[src/rtl/motor_can_feedback_monitor_unit_assert.svh]
// Assertion macros for the motor CAN feedback monitor.
`ifndef MOTOR_CAN_FEEDBACK_MONITOR_UNIT_ASSERT_SVH
`define MOTOR_CAN_FEEDBACK_MONITOR_UNIT_ASSERT_SVH

// Checked on every clock edge outside reset.
`define MCFM_ASSERT(lbl, prop, msg) \
  lbl: assert property (@(posedge clk_i) disable iff (!rst_ni) prop) else $error(msg);

// Checked on every clock edge, reset included.
`define MCFM_ASSERT_ALWAYS(lbl, prop, msg) \
  lbl: assert property (@(posedge clk_i) prop) else $error(msg);

`endif

[src/rtl/mcfm_pkg.sv]
package mcfm_pkg;

  localparam int unsigned CfgIdxW  = 3;
  localparam int unsigned CfgDataW = 32;

  localparam logic [CfgIdxW-1:0] RegLeftId    = 3'd0;
  localparam logic [CfgIdxW-1:0] RegRightId   = 3'd1;
  localparam logic [CfgIdxW-1:0] RegLeftNeg   = 3'd2;
  localparam logic [CfgIdxW-1:0] RegRightNeg  = 3'd3;
  localparam logic [CfgIdxW-1:0] RegVelScale  = 3'd4;
  localparam logic [CfgIdxW-1:0] RegLossLimit = 3'd5;

  localparam logic [10:0] LeftIdRst    = 11'd1;
  localparam logic [10:0] RightIdRst   = 11'd2;
  localparam logic [31:0] VelScaleRst  = 32'h0001_0000;
  localparam logic [7:0]  LossLimitRst = 8'd10;

  localparam logic [7:0] TypeFeedback = 8'h88;
  localparam logic [7:0] TypeFault    = 8'hFF;
  localparam logic [7:0] TagCurrent   = 8'hE2;
  localparam logic [7:0] TagVelocity  = 8'hE4;
  localparam logic [7:0] MissedMax    = 8'hFF;

  localparam logic [1:0] StOk    = 2'd0;
  localparam logic [1:0] StLost  = 2'd1;
  localparam logic [1:0] StFault = 2'd2;

  typedef struct packed {
    logic        cmd;
    logic [10:0] frame_id;
    logic [7:0]  type_byte;
    logic [7:0]  data_byte2;
    logic [7:0]  data_byte3;
    logic [7:0]  data_byte4;
    logic [7:0]  data_byte5;
    logic [7:0]  data_byte6;
    logic [7:0]  data_byte7;
  } in_t;

  typedef struct packed {
    logic [1:0]         status;
    logic [18:0]        fault_code;
    logic               disable_request;
    logic signed [15:0] left_current;
    logic signed [15:0] right_current;
    logic signed [47:0] left_velocity;
    logic signed [47:0] right_velocity;
  } out_t;

endpackage

[src/rtl/mcfm_if.sv]
interface mcfm_in_if;
  logic           valid;
  logic           ready;
  mcfm_pkg::in_t  data;

  modport source (output valid, output data, input ready);
  modport sink   (input valid, input data, output ready);
endinterface

interface mcfm_out_if;
  logic           valid;
  logic           ready;
  mcfm_pkg::out_t data;

  modport source (output valid, output data, input ready);
  modport sink   (input valid, input data, output ready);
endinterface

[src/rtl/motor_can_feedback_monitor_unit.sv]
// Two-motor CAN feedback monitor. One word in per received frame or empty poll,
// one result word out per input word, in order. A word passes an input register
// and a single decode/multiply stage into the result register; a new word is
// taken every cycle while the result side keeps up. The 16x32 velocity multiply
// sits in that one stage. Empty polls count up a saturating miss counter (lost
// status once it reaches loss_limit); any frame clears it. Current and velocity
// fields always show the stored values after the word is applied. Users write
// registers through cfg_* only while idle; the block does not enforce this.
module motor_can_feedback_monitor_unit (
  input  logic                              clk_i,
  input  logic                              rst_ni,
  input  logic                              cfg_we_i,
  input  logic [mcfm_pkg::CfgIdxW-1:0]      cfg_idx_i,
  input  logic [mcfm_pkg::CfgDataW-1:0]     cfg_wdata_i,
  mcfm_in_if.sink                           in_i,
  mcfm_out_if.source                        out_o
);

  // config
  logic [10:0] left_id_q, right_id_q;
  logic        left_neg_q, right_neg_q;
  logic [31:0] vel_scale_q;
  logic [7:0]  loss_limit_q;

  always_ff @(posedge clk_i or negedge rst_ni) begin
    if (!rst_ni) begin
      left_id_q    <= mcfm_pkg::LeftIdRst;
      right_id_q   <= mcfm_pkg::RightIdRst;
      left_neg_q   <= 1'b0;
      right_neg_q  <= 1'b0;
      vel_scale_q  <= mcfm_pkg::VelScaleRst;
      loss_limit_q <= mcfm_pkg::LossLimitRst;
    end else if (cfg_we_i) begin
      unique case (cfg_idx_i)
        mcfm_pkg::RegLeftId:    left_id_q    <= cfg_wdata_i[10:0];
        mcfm_pkg::RegRightId:   right_id_q   <= cfg_wdata_i[10:0];
        mcfm_pkg::RegLeftNeg:   left_neg_q   <= cfg_wdata_i[0];
        mcfm_pkg::RegRightNeg:  right_neg_q  <= cfg_wdata_i[0];
        mcfm_pkg::RegVelScale:  vel_scale_q  <= cfg_wdata_i[31:0];
        mcfm_pkg::RegLossLimit: loss_limit_q <= cfg_wdata_i[7:0];
        default: ;
      endcase
    end
  end

  // pipeline control
  mcfm_pkg::in_t  in_q;
  mcfm_pkg::out_t out_q, out_d;
  logic           in_vld_q, out_vld_q;
  logic           adv, in_rdy, in_take;

  assign adv     = !out_vld_q || out_o.ready;
  assign in_rdy  = !in_vld_q || adv;
  assign in_take = in_i.valid && in_rdy;
  assign in_i.ready  = in_rdy;
  assign out_o.valid = out_vld_q;
  assign out_o.data  = out_q;

  // state
  logic [7:0]         missed_q, missed_d;
  logic signed [15:0] cur_l_q, cur_r_q, cur_l_d, cur_r_d;
  logic signed [47:0] vel_l_q, vel_r_q, vel_l_d, vel_r_d;

  // decode
  logic               poll, hit_l, hit_r, hit, fb, flt;
  logic [7:0]         missed_inc;
  logic [15:0]        code_a, code_b, cur_code, vel_code;
  logic               cur_upd, vel_upd, neg;
  logic signed [48:0] prod;
  logic signed [47:0] vel_val;

  always_comb begin
    poll       = in_q.cmd;
    missed_inc = (missed_q == mcfm_pkg::MissedMax) ? missed_q : missed_q + 8'd1;
    hit_l      = in_q.frame_id == left_id_q;
    hit_r      = !hit_l && (in_q.frame_id == right_id_q);
    hit        = !poll && (hit_l || hit_r);
    fb         = hit && (in_q.type_byte == mcfm_pkg::TypeFeedback);
    flt        = hit && (in_q.type_byte == mcfm_pkg::TypeFault);
    code_a     = {in_q.data_byte3, in_q.data_byte4};
    code_b     = {in_q.data_byte6, in_q.data_byte7};

    // second sub-field wins on equal tags
    cur_upd  = fb && (in_q.data_byte5 == mcfm_pkg::TagCurrent ||
                      in_q.data_byte2 == mcfm_pkg::TagCurrent);
    cur_code = (in_q.data_byte5 == mcfm_pkg::TagCurrent) ? code_b : code_a;
    vel_upd  = fb && (in_q.data_byte5 == mcfm_pkg::TagVelocity ||
                      in_q.data_byte2 == mcfm_pkg::TagVelocity);
    vel_code = (in_q.data_byte5 == mcfm_pkg::TagVelocity) ? code_b : code_a;

    prod    = $signed(vel_code) * $signed({1'b0, vel_scale_q});
    neg     = hit_r ? right_neg_q : left_neg_q;
    vel_val = neg ? -prod[47:0] : prod[47:0];

    missed_d = poll ? missed_inc : 8'd0;
    cur_l_d  = (cur_upd && hit_l) ? $signed(cur_code) : cur_l_q;
    cur_r_d  = (cur_upd && hit_r) ? $signed(cur_code) : cur_r_q;
    vel_l_d  = (vel_upd && hit_l) ? vel_val : vel_l_q;
    vel_r_d  = (vel_upd && hit_r) ? vel_val : vel_r_q;

    out_d.status          = mcfm_pkg::StOk;
    out_d.fault_code      = '0;
    out_d.disable_request = 1'b0;
    if (poll && (missed_inc >= loss_limit_q)) begin
      out_d.status = mcfm_pkg::StLost;
    end else if (flt) begin
      out_d.status          = mcfm_pkg::StFault;
      out_d.fault_code      = {in_q.frame_id, in_q.data_byte4};
      out_d.disable_request = 1'b1;
    end
    out_d.left_current   = cur_l_d;
    out_d.right_current  = cur_r_d;
    out_d.left_velocity  = vel_l_d;
    out_d.right_velocity = vel_r_d;
  end

  always_ff @(posedge clk_i or negedge rst_ni) begin
    if (!rst_ni) begin
      in_vld_q  <= 1'b0;
      out_vld_q <= 1'b0;
      missed_q  <= '0;
      cur_l_q   <= '0;
      cur_r_q   <= '0;
      vel_l_q   <= '0;
      vel_r_q   <= '0;
    end else begin
      if (in_take) begin
        in_vld_q <= 1'b1;
      end else if (adv) begin
        in_vld_q <= 1'b0;
      end
      if (adv) begin
        out_vld_q <= in_vld_q;
      end
      if (adv && in_vld_q) begin
        missed_q <= missed_d;
        cur_l_q  <= cur_l_d;
        cur_r_q  <= cur_r_d;
        vel_l_q  <= vel_l_d;
        vel_r_q  <= vel_r_d;
      end
    end
  end

  always_ff @(posedge clk_i) begin
    if (in_take) begin
      in_q <= in_i.data;
    end
    if (adv && in_vld_q) begin
      out_q <= out_d;
    end
  end

  `include "motor_can_feedback_monitor_unit_assert.svh"

  `MCFM_ASSERT(a_ready_when_out_free, !out_vld_q |-> in_rdy, "input stalled with free output")
  `MCFM_ASSERT(a_lost_needs_miss,
    out_vld_q && out_q.status == mcfm_pkg::StLost |-> missed_q != 8'd0,
    "lost reported with clear miss counter")
  `MCFM_ASSERT(a_miss_step,
    missed_q != $past(missed_q) |-> missed_q == 8'd0 || missed_q == $past(missed_q) + 8'd1,
    "miss counter jumped")
  `MCFM_ASSERT(a_fault_fields,
    out_vld_q && out_q.status != mcfm_pkg::StFault |->
      out_q.fault_code == '0 && !out_q.disable_request,
    "fault fields set outside a fault")
  `MCFM_ASSERT_ALWAYS(a_reset_empty, !rst_ni |-> !out_vld_q && !in_vld_q, "pipeline not empty")

endmodule
[src/flat_wrapper.sv]
// flat-port wrapper written by rule: the top's interface ports become plain ports
module motor_can_feedback_monitor_unit_flat 
  (clk_i, rst_ni, cfg_we_i, cfg_idx_i, cfg_wdata_i, in_i_valid, in_i_data, in_i_ready, out_o_valid, out_o_data, out_o_ready);
  mcfm_in_if in_i_i ();
  mcfm_out_if out_o_i ();
  input  logic clk_i;
  input  logic rst_ni;
  input  logic cfg_we_i;
  input  logic [mcfm_pkg::CfgIdxW-1:0] cfg_idx_i;
  input  logic [mcfm_pkg::CfgDataW-1:0] cfg_wdata_i;
  input wire logic [$bits(in_i_i.valid)-1:0] in_i_valid;
  input wire logic [$bits(in_i_i.data)-1:0] in_i_data;
  output wire logic [$bits(in_i_i.ready)-1:0] in_i_ready;
  output wire logic [$bits(out_o_i.valid)-1:0] out_o_valid;
  output wire logic [$bits(out_o_i.data)-1:0] out_o_data;
  input wire logic [$bits(out_o_i.ready)-1:0] out_o_ready;
  assign in_i_i.valid = in_i_valid;
  assign in_i_i.data = in_i_data;
  assign in_i_ready = in_i_i.ready;
  assign out_o_valid = out_o_i.valid;
  assign out_o_data = out_o_i.data;
  assign out_o_i.ready = out_o_ready;
  motor_can_feedback_monitor_unit u_core (.clk_i(clk_i), .rst_ni(rst_ni), .cfg_we_i(cfg_we_i), .cfg_idx_i(cfg_idx_i), .cfg_wdata_i(cfg_wdata_i), .in_i(in_i_i), .out_o(out_o_i));
endmodule
[config.mk]
export PLATFORM = sky130hd
export DESIGN_NAME = motor_can_feedback_monitor_unit_flat
export DESIGN_NICKNAME = d
export VERILOG_FILES = /design/src/rtl/mcfm_pkg.sv /design/src/rtl/mcfm_if.sv /design/src/rtl/motor_can_feedback_monitor_unit.sv /design/src/flat_wrapper.sv
export VERILOG_INCLUDE_DIRS = /design/src /design/src/rtl
export SDC_FILE = /design/constraint.sdc
export NUM_CORES = 2
export LEC_CHECK = 0
export BUFFER_PORTS_ARGS = -buffer_cell sky130_fd_sc_hd__clkbuf_2
export CAP_MARGIN = 25
export CORE_MARGIN = 2
export CORE_UTILIZATION = 50
export CTS_CLUSTER_SIZE = 24
export DETAILED_ROUTE_END_ITERATION = 6
export PLACE_DENSITY = 0.68
export SETUP_SLACK_MARGIN = 0.02
export SLEW_MARGIN = 20
export SYNTH_ARGS = -nofsm -noshare
export SYNTH_HDL_FRONTEND = slang
export SYNTH_SLANG_ARGS = --single-unit
[constraint.sdc]
create_clock -name clk_i -period 9.3 [get_ports clk_i]
set_input_delay 0.465 -clock clk_i [delete_from_list [all_inputs] [get_ports clk_i]]
set_output_delay 0.465 -clock clk_i [all_outputs]
set_load 0.005 [all_outputs]
==> summary.md <==
Synthesis produced a netlist with a net count of 4179. Detailed placement ended at an HPWL of 62600 µm. The minimum setup slack in the final design came out at 384 ps. The run finished with clean final reports. The count of nets left with antenna violations once routing finished came out at 0.

In this run the worst setup path terminates at u_core.out_o.data[95]. Summing the areas of all and, or, nand and nor instances in the mapped netlist gives 15.1% of the synthesized area. The main flop type after synthesis is sky130_fd_sc_hd__edfxtp_1. The tools report the worst flop-to-flop path startpoint as u_core.in_q[19]. In the routed layout, each cell is associated on average with a via count of 5.36. Setup repair after global routing left no endpoint under its margin. The number of endpoints with negative hold slack in the final report came out at 0. For this run, the number of standard cells in the final layout without fillers is 4718.

For the number of warning messages in the yosys log, the log shows 0. The die is 269 µm tall. The setup path with the least slack is of type register to register.

The clock transition at the registers of the reported paths is 70 ps, and the top achievable clock speed is 0.112 GHz. The synthesized netlist occupies a cell area of 0.0350 mm². The die is 269 µm wide. The count of cell types in the netlist came out at 86. Most instantiated library cell after synthesis: sky130_fd_sc_hd__inv_1.

The critical path runs through a total of 26 cells. TritonCTS built the clock tree. In this run, CTS created clock tree buffers numbering 47. The tools report the endpoint of the worst-slack reg-to-reg timing path as u_core.out_o.data[95].

By area, the combinational part of the netlist is dominated by adder cells. The largest individual stage delay along the critical path comes from the cell sky130_fd_sc_hd__or4_4. The mean instance size in the synthesized netlist was 10.0 µm²; the number of setup violations in the final report was 0.

The run gives 1827 as the violation count after the first detailed-route iteration. Headroom to the max-slew limit came out at 27.7%. The congestion estimate from routability-driven global placement came to 0.894.

Among cell families on the critical path, the largest total delay comes from adder cells. The required time at the endpoint of the critical path is 9600 ps. The initial utilization of the core area, before any placement, comes to 50.3%. Summing the areas of all compound-gate instances in the mapped netlist gives 6.73% of the synthesized area. For the count of placed standard cells including taps, the log shows 4558. The tools report the final wirelength as 86200 µm.

Of all cell types, the one taking the most synthesized area is sky130_fd_sc_hd__fa_1. The root buffer cell was sky130_fd_sc_hd__clkbuf_16. The run gives 9210 ps as the arrival time at the worst endpoint. For the layout filler cell count, the log shows 6124. The initial antenna violation count was 1; the number of max-capacitance violations reported was 0.

Setup slack on the worst reg-to-reg path comes out at 380 ps. The detailed router placed 25.3k vias in this run. The logs give 140000 µm for the global-route wire length before repair and 3 for the largest buffer count on any clock path.

The maximum number of pins on one net before global-route repair was 139; the worst-skew pair later-pin latency was 640 ps. Counting every instance in the synthesized netlist gives 3494. The area enclosed by the die boundary is 0.0722 mm², and the number of global-route vias before repair is 26.1k.

Along the worst path, the maximum fanout reaches 32. The number of cell rows was 97. The clock skew after layout came out at 45.9 ps. Global routing used 24.7% of the available tracks. The origin of the worst setup path was u_core.in_q[19].

The tools report the placed standard-cell area as 0.0372 mm². The post-placement worst setup slack was -78.1 ps. Counting flops and latches in the post-synthesis netlist gives 419. After detailed routing, the number of remaining DRC violations is 0.

In the synthesized netlist, the cells that appear most often are sky130_fd_sc_hd__inv_1 (536), sky130_fd_sc_hd__nand2_1 (519), sky130_fd_sc_hd__fa_1 (418). The count of pins on the block boundary was 260; the fraction of the mapped netlist area in adder cells was 29.6%. The combined buffer and inverter count along the critical path is 4. The final worst-path cycle share was 95.9%.

The slew at the pin closest to its max-slew limit is 1080 ps. In this design, the stage delay of the slowest critical-path cell is 580 ps. Of the total synthesized cell area, the portion taken by XOR and XNOR cells is 2.60%. The net count of the finished layout is 4423. Number of clock sinks: 419. STA classifies the critical path startpoint as a register.

The worst register-to-register path has a depth of 26. The critical path endpoint category was a register. In the final routed layout, each cell accounts on average for 18.3 µm. The tools report the count of pins over their slew limit as 0. The number of synthesized flops with an enable pin was 217.

Global routing finished with a remaining overflow of 0. Yosys attributes the largest share of cell area to sky130_fd_sc_hd__fa_1 (24%), sky130_fd_sc_hd__edfxtp_1 (19%), sky130_fd_sc_hd__dfrtp_1 (14%). In this run the tool buffered the top-level ports with 259 buffer cells. Of the post-synthesis cell area, the part taken by muxes is 5.21%. The path class of the tightest hold or removal check is primary input to register. Counting flops with an async set or reset pin after synthesis yields a share of 48.2%.

The number of H-tree levels is 2, and the layout cell share with drive strength beyond 1 is 15.4%. With fillers left out, the area of the finished cells amounts to 0.0397 mm². Summing the sequential cell areas from Yosys gives 33.1% of the chip area. The region available for standard cell placement spans 0.0697 mm². The share of synthesized area in the top cell type comes to 23.9%. The smallest clock period supported by the final layout is computed as 8920 ps.

Relative to the synthesized area, the layout overhead comes to 13.4%. Before antenna repair, the detailed router went through 6 iterations. Most common cell type on the critical path: sky130_fd_sc_hd__fa_1.
==> metrics by stage <==
stage	util [%]	setup TNS [ps]	hold slack, ps
CTS	56.6	0	0.405
global placement	53.4	0	452
global route	57.0	0	10.4
floorplan	-	0	169
finish	57.0	0	21.9
detailed placement	53.4	-334	459
==> cells in the final DEF (no fill, tap or decap), types with 48 or more instances in the layout <==
cell type | netlist | routed
sky130_fd_sc_hd__inv_1 | 536 | 536
sky130_fd_sc_hd__nor2_1 | 185 | 180
sky130_fd_sc_hd__xor2_1 | 52 | 52
sky130_fd_sc_hd__clkbuf_16 | 0 | 48
sky130_fd_sc_hd__and2_1 | 205 | 204
sky130_fd_sc_hd__nand2_1 | 519 | 518
sky130_fd_sc_hd__ha_1 | 159 | 156
sky130_fd_sc_hd__mux2_2 | 137 | 123
sky130_fd_sc_hd__clkbuf_2 | 1 | 258
sky130_fd_sc_hd__dfrtp_1 | 197 | 197
sky130_fd_sc_hd__dlygate4sd3_1 | 0 | 61
sky130_fd_sc_hd__fa_1 | 418 | 418
sky130_fd_sc_hd__a21oi_1 | 177 | 176
sky130_fd_sc_hd__buf_4 | 1 | 49
sky130_fd_sc_hd__edfxtp_1 | 217 | 217
sky130_fd_sc_hd__o21ai_0 | 95 | 91
==> repair_timing <==
action | 4_1_cts | 5_1_grt
buffers inserted | 1 | 9
endpoints found under the hold margin | 134 | 0
setup endpoints to repair | 25 | 81
hold buffers | 61 | 0
gates resized for setup | 12 | 33
pin swaps | 1 | 4
==> worst min path at each step <==
stage | startpoint | endpoint | slack [ps] | cells after the start
2_1_floorplan | rst_ni | u_core.cur_l_q[0] | 170 | 0
3_3_place_gp | u_core.vel_r_q[18] | u_core.vel_r_q[18] | 450 | 2
3_5_place_dp | u_core.vel_l_q[12] | u_core.vel_l_q[12] | 460 | 2
4_1_cts | in_i_data[12] | u_core.code_b[12] | 0.4 | 1
5_1_grt | in_i_data[16] | u_core.in_q[16] | 10 | 1
6_report | in_i_data[16] | u_core.in_q[16] | 20 | 1
==> cell families after synthesis <==
family                     after synthesis
AOI/OAI and AO/OA                      401
xor gates and xnor gates               103
adders and majority gates              577
buffers and inverters                  713
DFF                                    419
muxes                                  165
and+or+nand+nor                       1116
==> registers in the layout, summed over array words and instances (netlist names), 8 cells and up <==
register / cells
u_core.code_b: 16
u_core.vel_r_q: 48
u_core.right_id_q: 11
u_core.cur_r_q: 16
u_core.cur_l_q: 16
u_core.missed_q: 8
u_core.in_q: 35
u_core.out_o.data: 149
u_core.code_a: 16
u_core.vel_l_q: 48
u_core.vel_scale_q: 32
u_core.left_id_q: 11
u_core.loss_limit_q: 8
==> layer usage <==
layer	wire, µm	up-vias	share of wire, %	global-route usage [%]
li1	-	11600	-	-
met1	35800	12800	42	32.2
met2	43100	705	50	42.8
met3	4310	170	5.0	2.75
met4	2950	0	3.4	8.75
met5	0	-	0	0
==> final cells by class <==
class | count | area [µm²] | area share, %
inverters | 537 | 2020 | 5.10
multi-input cells | 2362 | 21000 | 52.9
well taps | 940 | 1180 | 2.96
repair buffers | 371 | 2330 | 5.87
clock inverters | 25 | 313 | 0.788
diodes | 1 | 2.50 | 0.00630
flip-flops and latches | 419 | 11600 | 29.2
clock buffers | 63 | 1270 | 3.19
Power is not shown: default switching activity piles up to over one toggle a cycle in this logic, so the estimate is an artifact.
